==> src/plvd_pkg.sv <==
package plvd_pkg;

    localparam int unsigned MAX_VALUE_BYTES = 8;

    localparam logic [7:0] PREFIX_BYTE = 8'hff;
    localparam logic [6:0] SIGNED_PREFIX_BITS = 7'h7f;

    typedef enum logic [2:0] {
        PH_IDLE    = 3'b001,
        PH_PREFIX  = 3'b010,
        PH_PAYLOAD = 3'b100
    } phase_t;

    typedef struct packed {
        phase_t      phase;
        logic [7:0]  length_count;
        logic [63:0] accumulator;
        logic        sign_flag;
    } dec_state_t;

    typedef struct packed {
        logic        emit;
        logic        status;
        logic [63:0] value;
    } dec_result_t;

    // leading ones of a byte, counted from bit 7 down
    function automatic logic [3:0] lead_ones8(input logic [7:0] b);
        logic [3:0] n;
        logic       run;
        n   = 4'd0;
        run = 1'b1;
        for (int k = 7; k >= 0; k--)
        begin
            run = run & b[k];
            n   = n + {3'b000, run};
        end
        return n;
    endfunction

    // leading ones of the low seven bits, counted from bit 6 down
    function automatic logic [3:0] lead_ones7(input logic [6:0] b);
        logic [3:0] n;
        logic       run;
        n   = 4'd0;
        run = 1'b1;
        for (int k = 6; k >= 0; k--)
        begin
            run = run & b[k];
            n   = n + {3'b000, run};
        end
        return n;
    endfunction

    function automatic logic [7:0] sat_add8(input logic [7:0] a, input logic [3:0] b);
        logic [8:0] s;
        s = {1'b0, a} + {5'b00000, b};
        return s[8] ? 8'hff : s[7:0];
    endfunction

endpackage

==> src/prefix_length_varint_decoder.sv <==
// an accepted byte is registered in the input stage, and its step result is registered in the output stage
// one byte per cycle while in_stall is low; a byte that completes no value yields nothing
// the decode step is a leading-ones count, a byte shift-in and a 64-bit negate
// reset (rst_n low, asynchronous) empties both stages and returns to idle
// signed_mode resets to unsigned decode
module prefix_length_varint_decoder
    import plvd_pkg::*;
(
    input  logic        clk,
    input  logic        rst_n,
    input  logic        cfg_we,
    input  logic        cfg_wdata,
    input  logic        in_valid,
    output logic        in_stall,
    input  logic [7:0]  data_byte,
    output logic        out_valid,
    input  logic        out_stall,
    output logic [63:0] value,
    output logic        status
);

    logic        signed_mode_reg;
    logic        s1_valid_reg;
    logic        s1_valid_next;
    logic [7:0]  s1_byte_reg;
    dec_state_t  state_reg;
    dec_state_t  state_next;
    dec_result_t step_res;
    logic        out_valid_reg;
    logic [63:0] value_reg;
    logic        status_reg;
    logic        s1_take;
    logic        in_acc;

    plvd_step u_step (
        .cur         (state_reg),
        .data_byte   (s1_byte_reg),
        .signed_mode (signed_mode_reg),
        .nxt         (state_next),
        .res         (step_res)
    );

    // the held byte moves on unless it would need a result slot that is blocked
    assign s1_take  = s1_valid_reg && (!step_res.emit || !out_valid_reg || !out_stall);
    assign in_stall = s1_valid_reg && !s1_take;
    assign in_acc   = in_valid && !in_stall;

    always_comb
    begin
        if (in_acc)
        begin
            s1_valid_next = 1'b1;
        end
        else if (s1_take)
        begin
            s1_valid_next = 1'b0;
        end
        else
        begin
            s1_valid_next = s1_valid_reg;
        end
    end

    always_ff @(posedge clk or negedge rst_n)
    begin
        if (!rst_n)
        begin
            signed_mode_reg <= 1'b0;
            s1_valid_reg    <= 1'b0;
            state_reg       <= '{PH_IDLE, 8'd0, 64'd0, 1'b0};
            out_valid_reg   <= 1'b0;
        end
        else
        begin
            if (cfg_we)
            begin
                signed_mode_reg <= cfg_wdata;
            end
            s1_valid_reg <= s1_valid_next;
            if (s1_take)
            begin
                state_reg <= state_next;
            end
            if (s1_take && step_res.emit)
            begin
                out_valid_reg <= 1'b1;
            end
            else if (out_valid_reg && !out_stall)
            begin
                out_valid_reg <= 1'b0;
            end
        end
    end

    always_ff @(posedge clk)
    begin
        if (in_acc)
        begin
            s1_byte_reg <= data_byte;
        end
        if (s1_take && step_res.emit)
        begin
            value_reg  <= step_res.value;
            status_reg <= step_res.status;
        end
    end

    assign out_valid = out_valid_reg;
    assign value     = value_reg;
    assign status    = status_reg;

    a_payload_len: assert property (@(posedge clk) disable iff (!rst_n)
        state_reg.phase == PH_PAYLOAD |->
            (state_reg.length_count != 8'd0 &&
             state_reg.length_count <= 8'(MAX_VALUE_BYTES)))
        else $error("payload phase with bad length");

    a_idle_clear: assert property (@(posedge clk) disable iff (!rst_n)
        state_reg.phase == PH_IDLE |->
            (state_reg.length_count == 8'd0 && state_reg.accumulator == 64'd0 &&
             !state_reg.sign_flag))
        else $error("idle with leftover state");

    a_error_zero: assert property (@(posedge clk) disable iff (!rst_n)
        out_valid_reg && status_reg |-> value_reg == 64'd0)
        else $error("overflow result with nonzero value");

    a_hold_stage: assert property (@(posedge clk) disable iff (!rst_n)
        in_stall |=> s1_valid_reg && $stable(s1_byte_reg))
        else $error("held byte lost while stalled");

endmodule

==> src/plvd_step.sv <==
module plvd_step
    import plvd_pkg::*;
(
    input  dec_state_t  cur,
    input  logic [7:0]  data_byte,
    input  logic        signed_mode,
    output dec_state_t  nxt,
    output dec_result_t res
);

    logic [7:0]  byte_q;
    logic [63:0] shifted;
    logic [7:0]  len_dec;
    logic        prefix_req;
    logic [7:0]  prefix_base;
    logic        sign_new;
    logic        dec_req;
    logic [7:0]  dec_len;
    logic [63:0] dec_acc;
    logic        fin_req;
    logic [63:0] fin_acc;
    logic        err_req;
    logic [3:0]  ones;

    assign byte_q = data_byte;

    always_comb
    begin
        shifted     = {cur.accumulator[55:0], byte_q};
        len_dec     = cur.length_count - 8'd1;
        prefix_req  = 1'b0;
        prefix_base = cur.length_count;
        sign_new    = cur.sign_flag;
        dec_req     = 1'b0;
        dec_len     = 8'd0;
        dec_acc     = 64'd0;
        fin_req     = 1'b0;
        fin_acc     = 64'd0;
        err_req     = 1'b0;
        ones        = 4'd0;
        nxt         = cur;
        res         = '0;

        case (cur.phase)
            PH_PAYLOAD:
            begin
                if (len_dec == 8'd0)
                begin
                    fin_req = 1'b1;
                    fin_acc = shifted;
                end
                else
                begin
                    nxt.accumulator  = shifted;
                    nxt.length_count = len_dec;
                end
            end
            PH_PREFIX:
            begin
                prefix_req = 1'b1;
            end
            default:
            begin
                if (signed_mode)
                begin
                    sign_new = byte_q[7];
                    if (byte_q[6:0] == SIGNED_PREFIX_BITS)
                    begin
                        nxt.phase        = PH_PREFIX;
                        nxt.length_count = 8'd7;
                        nxt.accumulator  = 64'd0;
                        nxt.sign_flag    = sign_new;
                    end
                    else
                    begin
                        ones    = lead_ones7(byte_q[6:0]);
                        dec_req = 1'b1;
                        dec_len = {4'd0, ones};
                        dec_acc = {57'd0, byte_q[6:0] & (7'h7f >> ones)};
                    end
                end
                else
                begin
                    sign_new    = 1'b0;
                    prefix_req  = 1'b1;
                    prefix_base = 8'd0;
                end
            end
        endcase

        if (prefix_req)
        begin
            if (byte_q == PREFIX_BYTE)
            begin
                nxt.phase        = PH_PREFIX;
                nxt.length_count = sat_add8(prefix_base, 4'd8);
                nxt.accumulator  = 64'd0;
                nxt.sign_flag    = sign_new;
            end
            else
            begin
                ones    = lead_ones8(byte_q);
                dec_req = 1'b1;
                dec_len = sat_add8(prefix_base, ones);
                dec_acc = {56'd0, byte_q & (8'hff >> ones)};
            end
        end

        if (dec_req)
        begin
            if (dec_len == 8'd0)
            begin
                fin_req = 1'b1;
                fin_acc = dec_acc;
            end
            else if (dec_len > 8'(MAX_VALUE_BYTES) ||
                     (dec_len == 8'(MAX_VALUE_BYTES) && dec_acc != 64'd0))
            begin
                err_req = 1'b1;
            end
            else
            begin
                nxt.phase        = PH_PAYLOAD;
                nxt.length_count = dec_len;
                nxt.accumulator  = dec_acc;
                nxt.sign_flag    = sign_new;
            end
        end

        // in signed mode, a magnitude above the signed limit is an overflow
        if (fin_req)
        begin
            if (signed_mode && fin_acc[63])
            begin
                err_req = 1'b1;
            end
            else
            begin
                res.emit   = 1'b1;
                res.status = 1'b0;
                res.value  = (signed_mode && sign_new) ? (~fin_acc + 64'd1) : fin_acc;
                nxt        = '{PH_IDLE, 8'd0, 64'd0, 1'b0};
            end
        end

        if (err_req)
        begin
            res.emit   = 1'b1;
            res.status = 1'b1;
            res.value  = 64'd0;
            nxt        = '{PH_IDLE, 8'd0, 64'd0, 1'b0};
        end
    end

endmodule

==> config.mk <==
export PLATFORM = sky130hd
export DESIGN_NAME = prefix_length_varint_decoder
export DESIGN_NICKNAME = d
export VERILOG_FILES = /design/src/plvd_pkg.sv /design/src/prefix_length_varint_decoder.sv /design/src/plvd_step.sv
export SDC_FILE = /design/constraint.sdc
export NUM_CORES = 1
export LEC_CHECK = 0
export BUFFER_PORTS_ARGS = -buffer_cell sky130_fd_sc_hd__buf_2
export CAP_MARGIN = 20
export CORE_ASPECT_RATIO = 0.8
export CORE_MARGIN = 2
export CORE_UTILIZATION = 40
export DETAILED_ROUTE_END_ITERATION = 10
export PLACE_DENSITY = 0.62
export RECOVER_POWER = 25
export SLEW_MARGIN = 20
export SYNTH_ARGS = -nofsm -noshare
export SYNTH_HDL_FRONTEND = slang
export SYNTH_HIERARCHICAL = 1
export SYNTH_SLANG_ARGS = --single-unit
==> constraint.sdc <==
create_clock -name clk -period 19.8 [get_ports clk]
set_input_delay 3.96 -clock clk [delete_from_list [all_inputs] [get_ports clk]]
set_output_delay 3.96 -clock clk [all_outputs]
set_load 0.01 [all_outputs]
# [Word level (Yosys, flattened, before mapping)]
# Index checks and enable logic that the tools add are counted.
[op_classes] magnitude_cmp=1 n_reduce_logical=23 eq_ne=5 mul=0 n_shift=2 mux=59 n_bitwise=17 addsub=17 div=0
[ops] operator="two-way mux 76 bit" count=11
[ops] operator="two-way mux 64 bit" count=9
[ops] operator="two-way mux 66 bit" count=3
[ops] operator="case mux 72 bit (2 select lines)" count=1
[ops] operator="two-way mux 72 bit" count=1
[ops] operator="adder 64 x 1 -> 64 bit, second input constant" count=1
[ops] operator="two-way mux 8 bit" count=8
[ops] operator="inverter 64 bit" count=1
[ops] operator="nonzero test 64 bit" count=1
[ops] operator="adder 4 x 1 -> 4 bit" count=11
[ops] operator="two-way mux 1 bit" count=22
[ops] operator="logical NOT 8 bit" count=2
[ops] operator="bitwise AND 1 bit" count=13
[ops] operator="adder 8 x 4 -> 9 bit" count=1
[ops] operator="adder 8 x 4 -> 9 bit, second input constant" count=1
[ops] operator="bitwise AND 8 bit" count=1
[ops] operator="equality test 8 x 4 -> 1 bit, second input constant" count=1
[ops] operator="equality test 8 bit, second input constant" count=1
[ops] operator="greater-than comparator 8 x 4 -> 1 bit, second input constant" count=1
[ops] operator="logical AND 1 bit" count=8
[ops] operator=">> shifter 8 x 4 -> 8 bit, first input constant" count=1
[ops] operator="subtractor 8 x 1 -> 8 bit, second input constant" count=1
[ops] operator="bitwise AND 7 bit" count=1
[ops] operator="equality test 7 bit, second input constant" count=1
[ops] operator="other kinds (14)" count=22
[totals] register_bits=152 elab_cells=134 romBits=0 input_bits=14 ram_bits=0 latch_bits=0 memories=0

# [Logic depth before layout (Yosys ltp)]
# Gate-level depths: netlist of the first run.
[depth] word_depth=32 mapped_depth=26 depth_no_buf=23

# [Hierarchy]
# Netlist of the first run, hierarchy kept.
[by_module_without_submodules] module="prefix_length_varint_decoder" cells_per_inst=518 instances=1 area_per_inst_um2=6495.0 seq_area_each_um2=4170.2
[by_module_without_submodules] module="plvd_step" cells_per_inst=918 instances=1 area_per_inst_um2=5683.0 seq_area_each_um2=0.0

# [Worst setup path before layout of the first run]
# OpenSTA, ideal clock, no wires.
[synth_timing] kind="register -> output" from="reg s1_byte_reg[6]" to="out in_stall" arrival_ns=5.203 slack_ns=10.637 stages_incl_launch_ff=24 n_path_buf=4 path_cell_list="edfxtp_1 -> buf_4 -> and4_1 -> buf_4 -> nand2_1 -> nor2_1 -> fa_1 -> fa_1 -> ha_1 -> inv_1 -> fa_1 -> inv_1 -> fa_1 -> o21ai_1 -> o221ai_2 -> a21oi_1 -> a21bo_2 -> nand4_2 -> a21oi_1 -> nand2_1 -> buf_2 -> buf_2 -> nand2_1 -> nor2_1"
[synth_rtl] element="from (decl)" line="prefix_length_varint_decoder.sv:25" text="logic [7:0] s1_byte_reg;"
[synth_rtl] element="from (signal assigned)" line="prefix_length_varint_decoder.sv:99" text="s1_byte_reg <= data_byte;"
[synth_rtl] element="to (decl)" line="prefix_length_varint_decoder.sv:14" text="output logic in_stall,"

==> results.txt, run 1 <==
Counting cells, the worst reg-to-reg path comes to 22. The number of synthesis warnings came out at 6. The final instance count without filler cells is about 1,800. The total inserted antenna cells is 0.

The number of rows in the core area is 56. After global routing the overflow that remains totals 0. The largest clock skew in the final design is 13.4 ps. The max capacitance violation total came out at 1. For this run, the top clock speed supported by timing is 98.1 MHz. The length of the first detailed-routing pass in iterations is 6.

Using the TritonRoute via totals, the vias-per-cell ratio works out to 6.40. The buffering stage count on the worst path with inverters included is 4. The pin slew with the least headroom to its limit is 3210 ps. The max-slew violation count came out at 54.

From left edge to right edge, the die measures around 200 um. The flip-flop count of the largest register after layout came out at 68. The area overhead of the layout relative to synthesis came out at 8.43%. The power density normalized to cell area came out at ~140 mW/mm^2. The routing usage on met3 came out at 6.41%. The routed design could run at a clock period as short as 10,200 ps. The total power consumption of the routed design came out at 1760 uW. In this run the post-CTS setup repair buffer count came out at 0. The clock-pin slew reported for the worst setup and hold paths after clock tree synthesis is around 70 ps. The maximum number of pins on one net before global-route repair is around 140. The first-pass GRT wire length is 60,100 um.

The headroom to the max-slew limit is -114%. The clock latency reported for the late side of the worst-skew pair is 430 ps. The maximum buffer depth of the clock tree came out at 2. Clock tree synthesis found a total of 144 sinks.

The area of the mapped netlist came out at 0.0117 mm^2. The highest-delay cell along the critical path is sky130_fd_sc_hd__edfxtp_1. The number of buffers added on ports is 80. CTS built an H-tree with a depth of 4. Synthesis produced a netlist whose cell count is 1,388. The floorplan step set the die height to 157 um. STA classifies the critical path endpoint as a primary output. The total global-route track usage is between 20 and 25%.

The run finished, with violations left. The met2 usage came out at 34.9%. Walking the worst path, the cells encountered are inv_1 -> a21oi_1 -> fa_1 -> fa_1 -> ha_1 -> inv_1 -> fa_1 -> inv_1 -> fa_1 -> o21ai_1 -> o221ai_2 -> a21oi_1 -> a21bo_2 -> nand4_2 -> a21oi_1 -> nand2_2 -> nand2_1 -> nor2_1 -> buf_2. The total number of cells along the worst setup path is 19.

In the final routed layout, each cell accounts on average for 21.9 um. The total negative slack for setup checks is 0 ps. The post-cts hold buffer count came out at 0.

Prior to clock tree synthesis, the placed netlist has a worst setup slack of 10,090 ps. In this run the most used layer during global routing was met1. The number of global-route vias before repair came out at 10,100. The instance count after placement with tap cells included came out at 1,725.

The initial core utilization is about two fifths. Setup repair after global routing left no endpoint under its margin. The delay contributed by the slowest stage of the critical path is between 600 and 700 ps. The total via count in the routed design came out at 11,200. The leakage dissipation is about 0.0049 uW. The number of DRC markers in iteration 0 is 1,502.

Global routing consumed, on the met1 layer, 37.5% of the routing resources. The arrival time at the worst endpoint is 6240 ps. The total wirelength of the detailed-routed design came out at 38,500 um. The net count reported at finish is 1,401. The initial antenna violation count came out at 0. TritonCTS built the clock tree. The number of stages on the worst hold path came out at 2. The post-synthesis area per instance is 8.45 um^2. The checks that failed: max-capacitance violations, max-slew violations. In this design, the largest share of critical-path delay is due to adder cells. The area of the core region is 0.0291 mm^2. The number of top-level design ports came out at 81. The tree is rooted in a sky130_fd_sc_hd__clkbuf_16. The post-cts sizing count is 0.

The cell that appears most often on the critical path is sky130_fd_sc_hd__fa_1. The die outline area is between 0.03 and 0.04 mm^2. The worst setup path is launched from a register. The share of cells above drive strength 1 came out at 15.2%. The number of buffers created by CTS is 17. The peak fanout along the critical path is 11.

The net count of the mapped netlist came out at 1,420. The residual DRC count is 0. Once detail routing completed, the nets flagged for antenna violations numbered 0. The number of hold violations in the final report was 0. At the end of routability-driven placement, the weighted congestion stood at between 0.9 and 1. The HPWL after detailed placement is between 20,000 and 30,000 um.

The worst setup path is of the reg -> out kind. The post-route clock period utilization came out at around half. Across the VDD grid, the largest voltage drop is 78.6 uV.

The data required time of the critical path is 15,840 ps. The setup slack after layout is 9600 ps. The min-delay analysis places its worst path in the category reg -> reg. Setup violations remaining at the end of the flow were counted as 0.
where the power goes:
part	total, uW	internal (uW)	switching [uW]
combinational	954	282	672
sequential	481	404	76.6
clock	331	180	151
final timing paths:
| kind | from | slack (ps) | to |
|---|---|---|---|
| max in group asynchronous | rst_n | 12450 | state_reg[40] |
| min | state_reg[0] | 590 | state_reg[0] |
| min reg2reg | state_reg[0] | 590 | state_reg[0] |
| max | s1_byte_reg[7] | 9600 | in_stall |
| max reg2reg | s1_byte_reg[7] | 11610 | value[24] |
| min in group asynchronous | rst_n | 3740 | signed_mode_reg |
per-stage QoR:
step                utilization, %  hold WS [ps]  instance area [um^2]
detailed placement            41.7           565                 12100
finish                        43.7           589                 12700
global placement              41.7           547                 12100
floorplan                        -           475                 11700
CTS                           43.7           586                 12700
global route                  43.7           634                 12700
layer usage:
metal / routed length, um / part of all wire (%) / vias up
met5: 0 / 0 / -
met4: 646 / 1.7 / 0
met3: 4170 / 11 / 50
met2: 15800 / 41 / 614
met1: 17900 / 46 / 5440
li1: - / - / 5145
worst min-delay path: cells and delay by family, from the launching register on:
family,cells,cell delay [ps]
compound gates,1,70
flops,1,410
simple gates,1,70
final cells by class:
cell class	count	area, um^2
well taps	377	472
flip-flops and latches	144	3980
clock buffers	17	425
repair buffers	97	514
clock inverters	15	161
multi-input cells	1077	7050
inverters	32	120
fillers	2800	16400
cell usage in the layout (no fill, tap or decap), types with 6 or more instances in the layout:
cell,count
sky130_fd_sc_hd__nand2_1,158
sky130_fd_sc_hd__nor2_1,90
sky130_fd_sc_hd__nand4_1,88
sky130_fd_sc_hd__nand2b_1,75
sky130_fd_sc_hd__edfxtp_1,73
sky130_fd_sc_hd__buf_2,72
sky130_fd_sc_hd__a21oi_1,72
sky130_fd_sc_hd__dfrtp_1,68
sky130_fd_sc_hd__nor3_1,60
sky130_fd_sc_hd__and2_1,53
sky130_fd_sc_hd__o211ai_1,42
sky130_fd_sc_hd__o211ai_2,38
sky130_fd_sc_hd__a21o_1,36
sky130_fd_sc_hd__o21ai_0,33
sky130_fd_sc_hd__inv_1,32
sky130_fd_sc_hd__a31oi_1,29
sky130_fd_sc_hd__nand3_1,20
sky130_fd_sc_hd__nor4_1,20
sky130_fd_sc_hd__o22ai_1,19
sky130_fd_sc_hd__or3_1,19
sky130_fd_sc_hd__clkbuf_16,17
sky130_fd_sc_hd__buf_4,14
sky130_fd_sc_hd__a211oi_1,13
sky130_fd_sc_hd__mux2i_1,13
sky130_fd_sc_hd__xnor2_1,11
sky130_fd_sc_hd__clkbuf_1,10
sky130_fd_sc_hd__ha_1,10
sky130_fd_sc_hd__o21a_1,9
sky130_fd_sc_hd__a22oi_1,9
sky130_fd_sc_hd__nor3b_1,8
sky130_fd_sc_hd__o2111ai_1,8
sky130_fd_sc_hd__and3_1,8
sky130_fd_sc_hd__fa_1,8
sky130_fd_sc_hd__o21ai_1,6
sky130_fd_sc_hd__o41ai_1,6
sky130_fd_sc_hd__xor2_1,6
Power figures use the tool's default switching activity.
==> run 2: changes to the inputs <==
==> constraint.sdc (replaced) <==
create_clock -name clk -period 10.3 [get_ports clk]
set_input_delay 2.06 -clock clk [delete_from_list [all_inputs] [get_ports clk]]
set_output_delay 2.06 -clock clk [all_outputs]
set_load 0.01 [all_outputs]
==> run 2 against run 1 <==
Compared with the run above: the run still ends with max-capacitance violations, max-slew violations left; cell count about the same; non-clock buffer count fell by 1; sequential cell count unchanged; largest cell class unchanged; largest power group unchanged.
==> results.txt, run 2 (synthesis gave the netlist of run 1 again) <==
For this design, the slowest cell found on the critical path is sky130_fd_sc_hd__edfxtp_1. Setup repair after global routing left no endpoint under its margin. The number of post-CTS setup repair buffers is 0 (unchanged).

The startpoint of the lowest-slack register-to-register path is s1_byte_reg[6]. The data required time of the critical path came out at 8240 ps (-7600 ps). The final reports fail on max-capacitance violations, max-slew violations.

The total global-route track usage is 25.1% (+0.26 points). The number of rows in the core area came out at 56 (unchanged). The clock-pin slew reported for the worst setup and hold paths after clock tree synthesis is 60 ps (about the same). The HPWL after detailed placement is 25,600 um (+2.0%). The peak fanout along the critical path is 11 (unchanged). The proportion of total power due to net switching is 50.0% (-0.98 points).

The total power consumption of the routed design came out at 3400 uW (+93%). The initial core utilization was 40.3% (unchanged). The leftover overflow at the end of global routing came out at 0 (unchanged). The area overhead of the layout relative to synthesis came out at 8.42% (about the same). The most common cell after layout, fill and taps aside is sky130_fd_sc_hd__nand2_1. The routing usage on met3 is 5.12% (-1.3 points). The register area was 0.00398 mm^2 (unchanged). The number of H-tree levels is 4 (unchanged). The total internal power came out at 1700 uW (+97%). The routability congestion estimate from global placement is 0.929 (+0.40%). The buffering stage count on the worst path with inverters included was 3 (-1).

The maximum buffer depth of the clock tree came to 2 (unchanged). The pin slew with the least headroom to its limit came to 3910 ps (+704 ps). The number of buffers added on ports is 80 (unchanged). The buffer type at the clock tree root is sky130_fd_sc_hd__clkbuf_16. The worst hold path terminates at out_valid. The number of stages on the worst hold path is 2 (unchanged). The signal on the critical path passes through and4_1 -> nand2_1 -> nor2_1 -> fa_1 -> fa_1 -> ha_1 -> inv_1 -> fa_1 -> inv_1 -> fa_1 -> o21ai_1 -> o221ai_2 -> a21oi_1 -> a21bo_2 -> nand4_2 -> a21oi_1 -> nand2_2 -> nand2_1 -> nor2_1 -> buf_2.

The worst flop-to-flop path endpoint is value[16]. The worst setup path is captured at a primary output. The met1 capacity usage during global routing came out at 39.3% (+1.8 points). The overall die width is 195 um (unchanged). The post-route clock period utilization came out at 81.5%.

The met2 usage is 35.1% (+0.19 points). The post-cts hold buffer count came to 0 (unchanged). The maximum number of pins on one net before global-route repair was 85 (-38%). The total negative slack for setup checks came out at 0 ps (unchanged). The setup-violating endpoint count in the final report is 0 (unchanged). The part of the power in combinational logic is 53.7% (-0.3 points). The critical path's top delay family is adder cells. The largest clock skew in the final design came out at 10.3 ps (-3.10 ps). met1 is the most crowded layer. The path category of the worst min-delay check is reg -> reg.

Leaving out fill and tap cells, the most frequent cells in the layout are sky130_fd_sc_hd__nand2_1 (158), sky130_fd_sc_hd__nor2_1 (90), sky130_fd_sc_hd__nand4_1 (88). The residual DRC count came to 0 (unchanged). The max-slew violation count is 66 (+22%). The total via count in the routed design is 11,200 (-0.053%). The headroom to the max-slew limit is -161% (-47 points). The cell that appears most often on the critical path is sky130_fd_sc_hd__fa_1. The vertical die dimension came out at 157 um (unchanged). The worst hold path begins at out_valid. The antenna violation net count after detailed routing is 0 (unchanged).

The first-pass GRT wire length is 60,800 um (+1.1%). The total wirelength of the detailed-routed design is 38,700 um (+0.50%). The power density normalized to cell area came to 267 mW/mm^2 (+93%). The total inserted antenna cells came out at 0 (unchanged).

The power dissipated by switching net loads is 1700 uW (+89%). The die outline area came to 0.0307 mm^2 (unchanged). The multi-input logic area was 0.00705 mm^2 (unchanged). The delay contributed by the slowest stage of the critical path was 610 ps (-60 ps). The length of the first detailed-routing pass in iterations was 7 (+1).

The number of DRC markers in iteration 0 came out at 1,456 (-3.1%). The max capacitance violation total came to 1 (unchanged). The flow ran to the end, but the final reports show violations. The number of hold violations in the final report was 0 (unchanged).

The clock latency reported for the late side of the worst-skew pair is 430 ps (about the same). The number of filler cells placed in the layout is 2,802 (+0.071%). The leakage dissipation was 0.00487 uW (-0.11%). The routed via count divided by cell count is 6.40 (about the same). The instance count after placement with tap cells included came out at 1,726 (+0.058%). The flip-flop count of the largest register after layout is 68 (unchanged). The kind of start point of the critical path is a register. The TritonCTS sink count is 144 (unchanged). The number of buffers created by CTS came to 17 (unchanged). The arrival time at the worst endpoint is 6330 ps (+90 ps). The final instance count without filler cells was 1,758 (-0.057%). The area of the core region is 0.0291 mm^2 (unchanged). The initial antenna violation count came out at 1 (+1). TritonCTS built the clock tree. The worst supply voltage drop on vdd is 176 uV (+120%). The share of cells above drive strength 1 was 14.8% (-0.35 points). The net count reported at finish is 1,400 (-0.071%).

The highest clock rate came out at between 100 and 150 MHz. The clock network fraction of design power is 18.9% (+0.2 points). The number of cells traversed by the worst register-to-register path is 22 (unchanged). The sequential share of power came out at 27.4% (+0.2 points). The number of global-route vias before repair came to 10,100 (-0.11%).

The post-cts sizing count came out at 0 (unchanged). The minimum clock period is 8390 ps. The critical path is of the reg -> out type. The average wire per cell in the routed design was 22.0 um (+0.56%). The register-to-register path setup slack came out at 2250 ps (-9360 ps).

The number of top-level design ports was 81 (unchanged).
-- run 2: cell count changes in the layout (fill, tap and decap cells not counted) --
cell,previous run,this run
sky130_fd_sc_hd__inv_8,5,0
sky130_fd_sc_hd__clkinv_1,0,1
sky130_fd_sc_hd__clkinv_4,1,3
sky130_fd_sc_hd__bufinv_16,1,3
sky130_fd_sc_hd__inv_6,5,2
sky130_fd_sc_hd__buf_6,1,0
sky130_fd_sc_hd__clkinvlp_4,3,2
sky130_fd_sc_hd__clkbuf_1,10,13
sky130_fd_sc_hd__buf_4,14,15
sky130_fd_sc_hd__buf_2,72,70
sky130_fd_sc_hd__clkinv_2,0,2
-- run 2: worst max-delay path by stage --
stage | start | endpoint | slack, ps | cells after the start
final | s1_byte_reg[6] | in_stall | 1910 | 20
after global routing | s1_byte_reg[6] | in_stall | 1460 | 20
after CTS | s1_byte_reg[6] | in_stall | 1900 | 20
after detailed placement | s1_byte_reg[6] | in_stall | 2390 | 20
after global placement | s1_byte_reg[6] | in_stall | 2590 | 20
after floorplan | s1_byte_reg[6] | status | 1710 | 23
-- run 2: final cells by class --
class,count,area share [%]
flip-flops and latches,144,31.3
clock buffers,19,3.40
well taps,377,3.71
clock inverters,13,1.28
multi-input cells,1077,55.4
inverters,32,0.945
repair buffers,96,3.97
-- run 2: per-layer routing --
| metal | share of wire (%) | vias up |
|---|---|---|
| met1 | 49 | 5488 |
| li1 | - | 5129 |
| met4 | 1.2 | 0 |
| met2 | 40 | 590 |
| met5 | 0 | - |
| met3 | 9.9 | 36 |
-- run 2: per-stage QoR --
stage	cell area (um^2)	hold slack (ps)	util (%)	setup slack (ps)
floorplan	11700	475	-	1710
global placement	12100	539	41.7	2590
detailed placement	12100	550	41.7	2390
CTS	12700	571	43.8	1900
global route	12700	631	43.7	1460
finish	12700	562	43.7	1910
-- run 2: power groups by stage --
| stage | Combinational (uW) | Sequential [uW] | Clock (uW) |
|---|---|---|---|
| floorplan | 1300 | 911 | 0 |
| global placement | 1770 | 939 | 0 |
| detailed placement | 1770 | 941 | 0 |
| CTS | 1780 | 930 | 647 |
| global route | 1970 | 953 | 671 |
| finish | 1830 | 933 | 641 |
-- run 2: tightest hold or removal path, stage by stage (launching register included) --
cell and delay (ps):
sky130_fd_sc_hd__dfrtp_2 360, sky130_fd_sc_hd__nand2_1 90, sky130_fd_sc_hd__nand2_1 70
==> run 3: changes to the inputs <==
--- a/config.mk
+++ b/config.mk
@@ -11,7 +11,7 @@
 export CORE_MARGIN = 2
 export CORE_UTILIZATION = 40
 export DETAILED_ROUTE_END_ITERATION = 10
-export PLACE_DENSITY = 0.62
+export PLACE_DENSITY = 0.64
 export RECOVER_POWER = 25
 export SLEW_MARGIN = 20
 export SYNTH_ARGS = -nofsm -noshare
==> constraint.sdc (replaced) <==
create_clock -name clk -period 7.6 [get_ports clk]
set_input_delay 1.52 -clock clk [delete_from_list [all_inputs] [get_ports clk]]
set_output_delay 1.52 -clock clk [all_outputs]
set_load 0.01 [all_outputs]
==> run 3 against run 2 <==
Compared with the run above: the flow still finishes with violations (max-capacitance violations, max-slew violations); largest cell class unchanged; clock power rose by 28%; register-to-register slack got worse by 1800 ps; combinational power rose by 40%; non-clock buffer count rose by 14; critical endpoint unchanged; worst setup slack got worse by 1500 ps; die area did not move; clock-buffer cell count rose by 3; worst hold slack got worse by 7.6 ps; sequential power rose by 35%; core utilization rose by 0.45 points; critical path depth fell by 1; cell count rose by 0.80%.
==> results.txt, run 3 (synthesis gave the netlist of run 1 again) <==
The number of global-route vias before repair was 10,100 (+0.18%). The antenna violation net count after detailed routing came out at 0 (unchanged). The arrival time at the worst endpoint is 5700 ps (-630 ps). The total wirelength of the detailed-routed design came to 39,300 um (+1.6%). The flip-flop count of the largest register after layout came out at 68 (unchanged). The post-route clock period utilization is a little over nine tenths. Setup repair after global routing left no endpoint under its margin. The number of buffers added on ports was 80 (unchanged). Compared with the post-synthesis result, the final layout area differs by 9.54%.

The highest clock rate came out at about 140 MHz. The share of cells above drive strength 1 came out at 16.0% (+1.1 points). The final design instance area without fill is 0.0128 mm^2 (+1.0%). The total inserted antenna cells is 0 (unchanged). The total via count in the routed design came out at 11,400 (+1.7%).

The cell sitting at the root of the clock tree is a sky130_fd_sc_hd__clkbuf_16. The length of the first detailed-routing pass in iterations is 6 (-1). The maximum number of pins on one net before global-route repair is 137 (+61%).

The overall die width came out at 195 um (unchanged). The number of H-tree levels is 4 (unchanged). The final reports fail on max-capacitance violations, max-slew violations. In the layout the commonest cells are sky130_fd_sc_hd__nand2_1 (158), sky130_fd_sc_hd__nor2_1 (89), sky130_fd_sc_hd__nand4_1 (88). The largest clock skew in the final design was 17.7 ps (+7.34 ps). The headroom to the max-slew limit is -196% (-35 points). The flow ran to the end, but the final reports show violations. The die outline area is 0.0307 mm^2 (unchanged). The worst supply voltage drop on vdd was 257 uV (+46%).

The initial antenna violation count is 0 (-1). The residual DRC count is 0 (unchanged). The max capacitance violation total came out at 1 (unchanged). The path class of the tightest hold or removal check is reg -> reg.

The worst slack after detailed placement is 435 ps (-1950 ps). The clock latency reported for the late side of the worst-skew pair is 440 ps (about the same). The first-pass GRT wire length was 61,300 um (+0.78%). The number of rows in the core area is 56 (unchanged).

The peak fanout along the critical path is 9 (-2). The final instance count without filler cells came out at 1,772 (+0.80%). The setup-violating endpoint count in the final report is 0 (unchanged). STA classifies the critical path startpoint as a register. The HPWL after detailed placement came out at 25,900 um (+0.89%). The setup slack after layout is 382 ps (-1530 ps).

The worst setup path is of the reg -> out kind. The area of the core region is 0.0291 mm^2 (unchanged). The number of top-level design ports came to 81 (unchanged). The routed via count divided by cell count came out at 6.45 (+0.89%).

The minimum clock period is 7220 ps. The power density normalized to cell area was 362 mW/mm^2 (+35%). The routability congestion estimate from global placement is 0.928 (about the same). The net count reported at finish is 1,414 (+1.0%).

The total negative slack for setup checks is 0 ps (unchanged). The number of hold violations in the final report came out at 0 (unchanged). The average wire per cell in the routed design came out at 22.2 um (+0.78%).

The pin slew with the least headroom to its limit came out at 4440 ps (+528 ps). The data required time of the critical path is 6080 ps (-2160 ps). The TritonCTS sink count is 144 (unchanged). The initial core utilization is 40.3% (unchanged).

The instance count after placement with tap cells included came out at 1,731 (+0.29%). The max-slew violation count was 72 (+9.1%). The leftover overflow at the end of global routing is 0 (unchanged). The register-to-register path setup slack came out at 450 ps (-1800 ps). The vertical die dimension is 157 um (unchanged). The leakage dissipation is 0.00494 uW (+1.4%).

The total global-route track usage is 25.4% (+0.36 points). The number of buffers created by CTS came out at 17 (unchanged). Leaving out fill and tap cells, the most frequent cell in the layout is sky130_fd_sc_hd__nand2_1.

The total power consumption of the routed design was 4650 uW (+37%). The number of DRC markers in iteration 0 came out at 1,458 (+0.14%). The clock-pin slew reported for the worst setup and hold paths after clock tree synthesis is 70 ps (about the same). The post-placement cell area came out at 0.0122 mm^2 (+0.52%).

The capturing element type of the critical path is a primary output. TritonCTS built the clock tree. The maximum buffer depth of the clock tree was 2 (unchanged).
==> run 3: cell types whose count changed in the layout (fill, tap and decap cells not counted), moves of 2 or more <==
cell and delta:
sky130_fd_sc_hd__buf_4 +12, sky130_fd_sc_hd__buf_2 -4, sky130_fd_sc_hd__clkbuf_1 +4, sky130_fd_sc_hd__bufinv_16 -3, sky130_fd_sc_hd__a21oi_1 -2, sky130_fd_sc_hd__buf_12 +2, sky130_fd_sc_hd__clkbuf_16 +2, sky130_fd_sc_hd__clkinvlp_4 -2
sky130_fd_sc_hd__inv_4 +2
==> run 3: repair_timing <==
item,CTS,global route
resized for setup,2,6
hold buffers,0,0
buffers inserted,0,9
pin swaps,0,4
setup endpoints to repair,1,21
endpoints found under the hold margin,0,0
gates cloned,0,0
==> run 3: worst paths after layout <==
kind	start	end	depth (start not counted)
worst max-delay path	s1_byte_reg[5]	in_stall	19
worst min-delay path	out_valid	out_valid	2
worst max register to register	s1_byte_reg[5]	value[24]	24
worst min register to register	out_valid	out_valid	2
max in group asynchronous	rst_n	s1_valid_reg	1
min in group asynchronous	rst_n	state_reg[69]	1
==> run 3: area by class of cell <==
class                           instances  area, um^2
Multi-Input combinational cell       1077        7080
Clock buffer                           22         487
Clock inverter                         10        75.1
Inverter                               32         120
Fill cell                            2850       16200
Timing Repair Buffer                  110         637
Tap cell                              377         472
Sequential cell                       144        3980
==> run 3: power breakdown <==
group          switching (uW)  internal [uW]  total (uW)
clock network             362            461         822
registers                 210           1050        1260
logic                    1780            787        2570
total                    2350           2300        4650
==> run 3: routing by layer <==
layer / vias up / GRT usage, % / routed length [um]
met2: 649 / 35.8 / 16000
met4: 0 / 6.03 / 687
met1: 5552 / 39.6 / 18500
li1: 5175 / - / -
met3: 57 / 4.61 / 4170
met5: - / 0 / 0
==> run 3: stage by stage <==
| step | util [%] | hold WS, ps |
|---|---|---|
| 2_1_floorplan | - | 475 |
| 3_3_place_gp | 42.0 | 523 |
| 3_5_place_dp | 42.0 | 546 |
| 4_1_cts | 43.9 | 563 |
| 5_1_grt | 44.2 | 611 |
| 6_report | 44.2 | 555 |
==> run 3: worst max-delay path, stage by stage (launching register included) <==
cell,delay (ps)
sky130_fd_sc_hd__edfxtp_1,430
sky130_fd_sc_hd__and4_2,330
sky130_fd_sc_hd__nand3_2,220
sky130_fd_sc_hd__inv_1,270
sky130_fd_sc_hd__fa_1,450
sky130_fd_sc_hd__inv_1,80
sky130_fd_sc_hd__fa_1,430
sky130_fd_sc_hd__fa_1,390
sky130_fd_sc_hd__fa_1,490
sky130_fd_sc_hd__nor2b_1,180
sky130_fd_sc_hd__o21ai_0,160
sky130_fd_sc_hd__a22oi_2,280
sky130_fd_sc_hd__o21ai_1,140
sky130_fd_sc_hd__o311ai_4,420
sky130_fd_sc_hd__nand4_2,230
sky130_fd_sc_hd__a21oi_4,230
sky130_fd_sc_hd__nand2_2,110
sky130_fd_sc_hd__nand2_1,200
sky130_fd_sc_hd__nor2_1,80
sky130_fd_sc_hd__buf_2,140
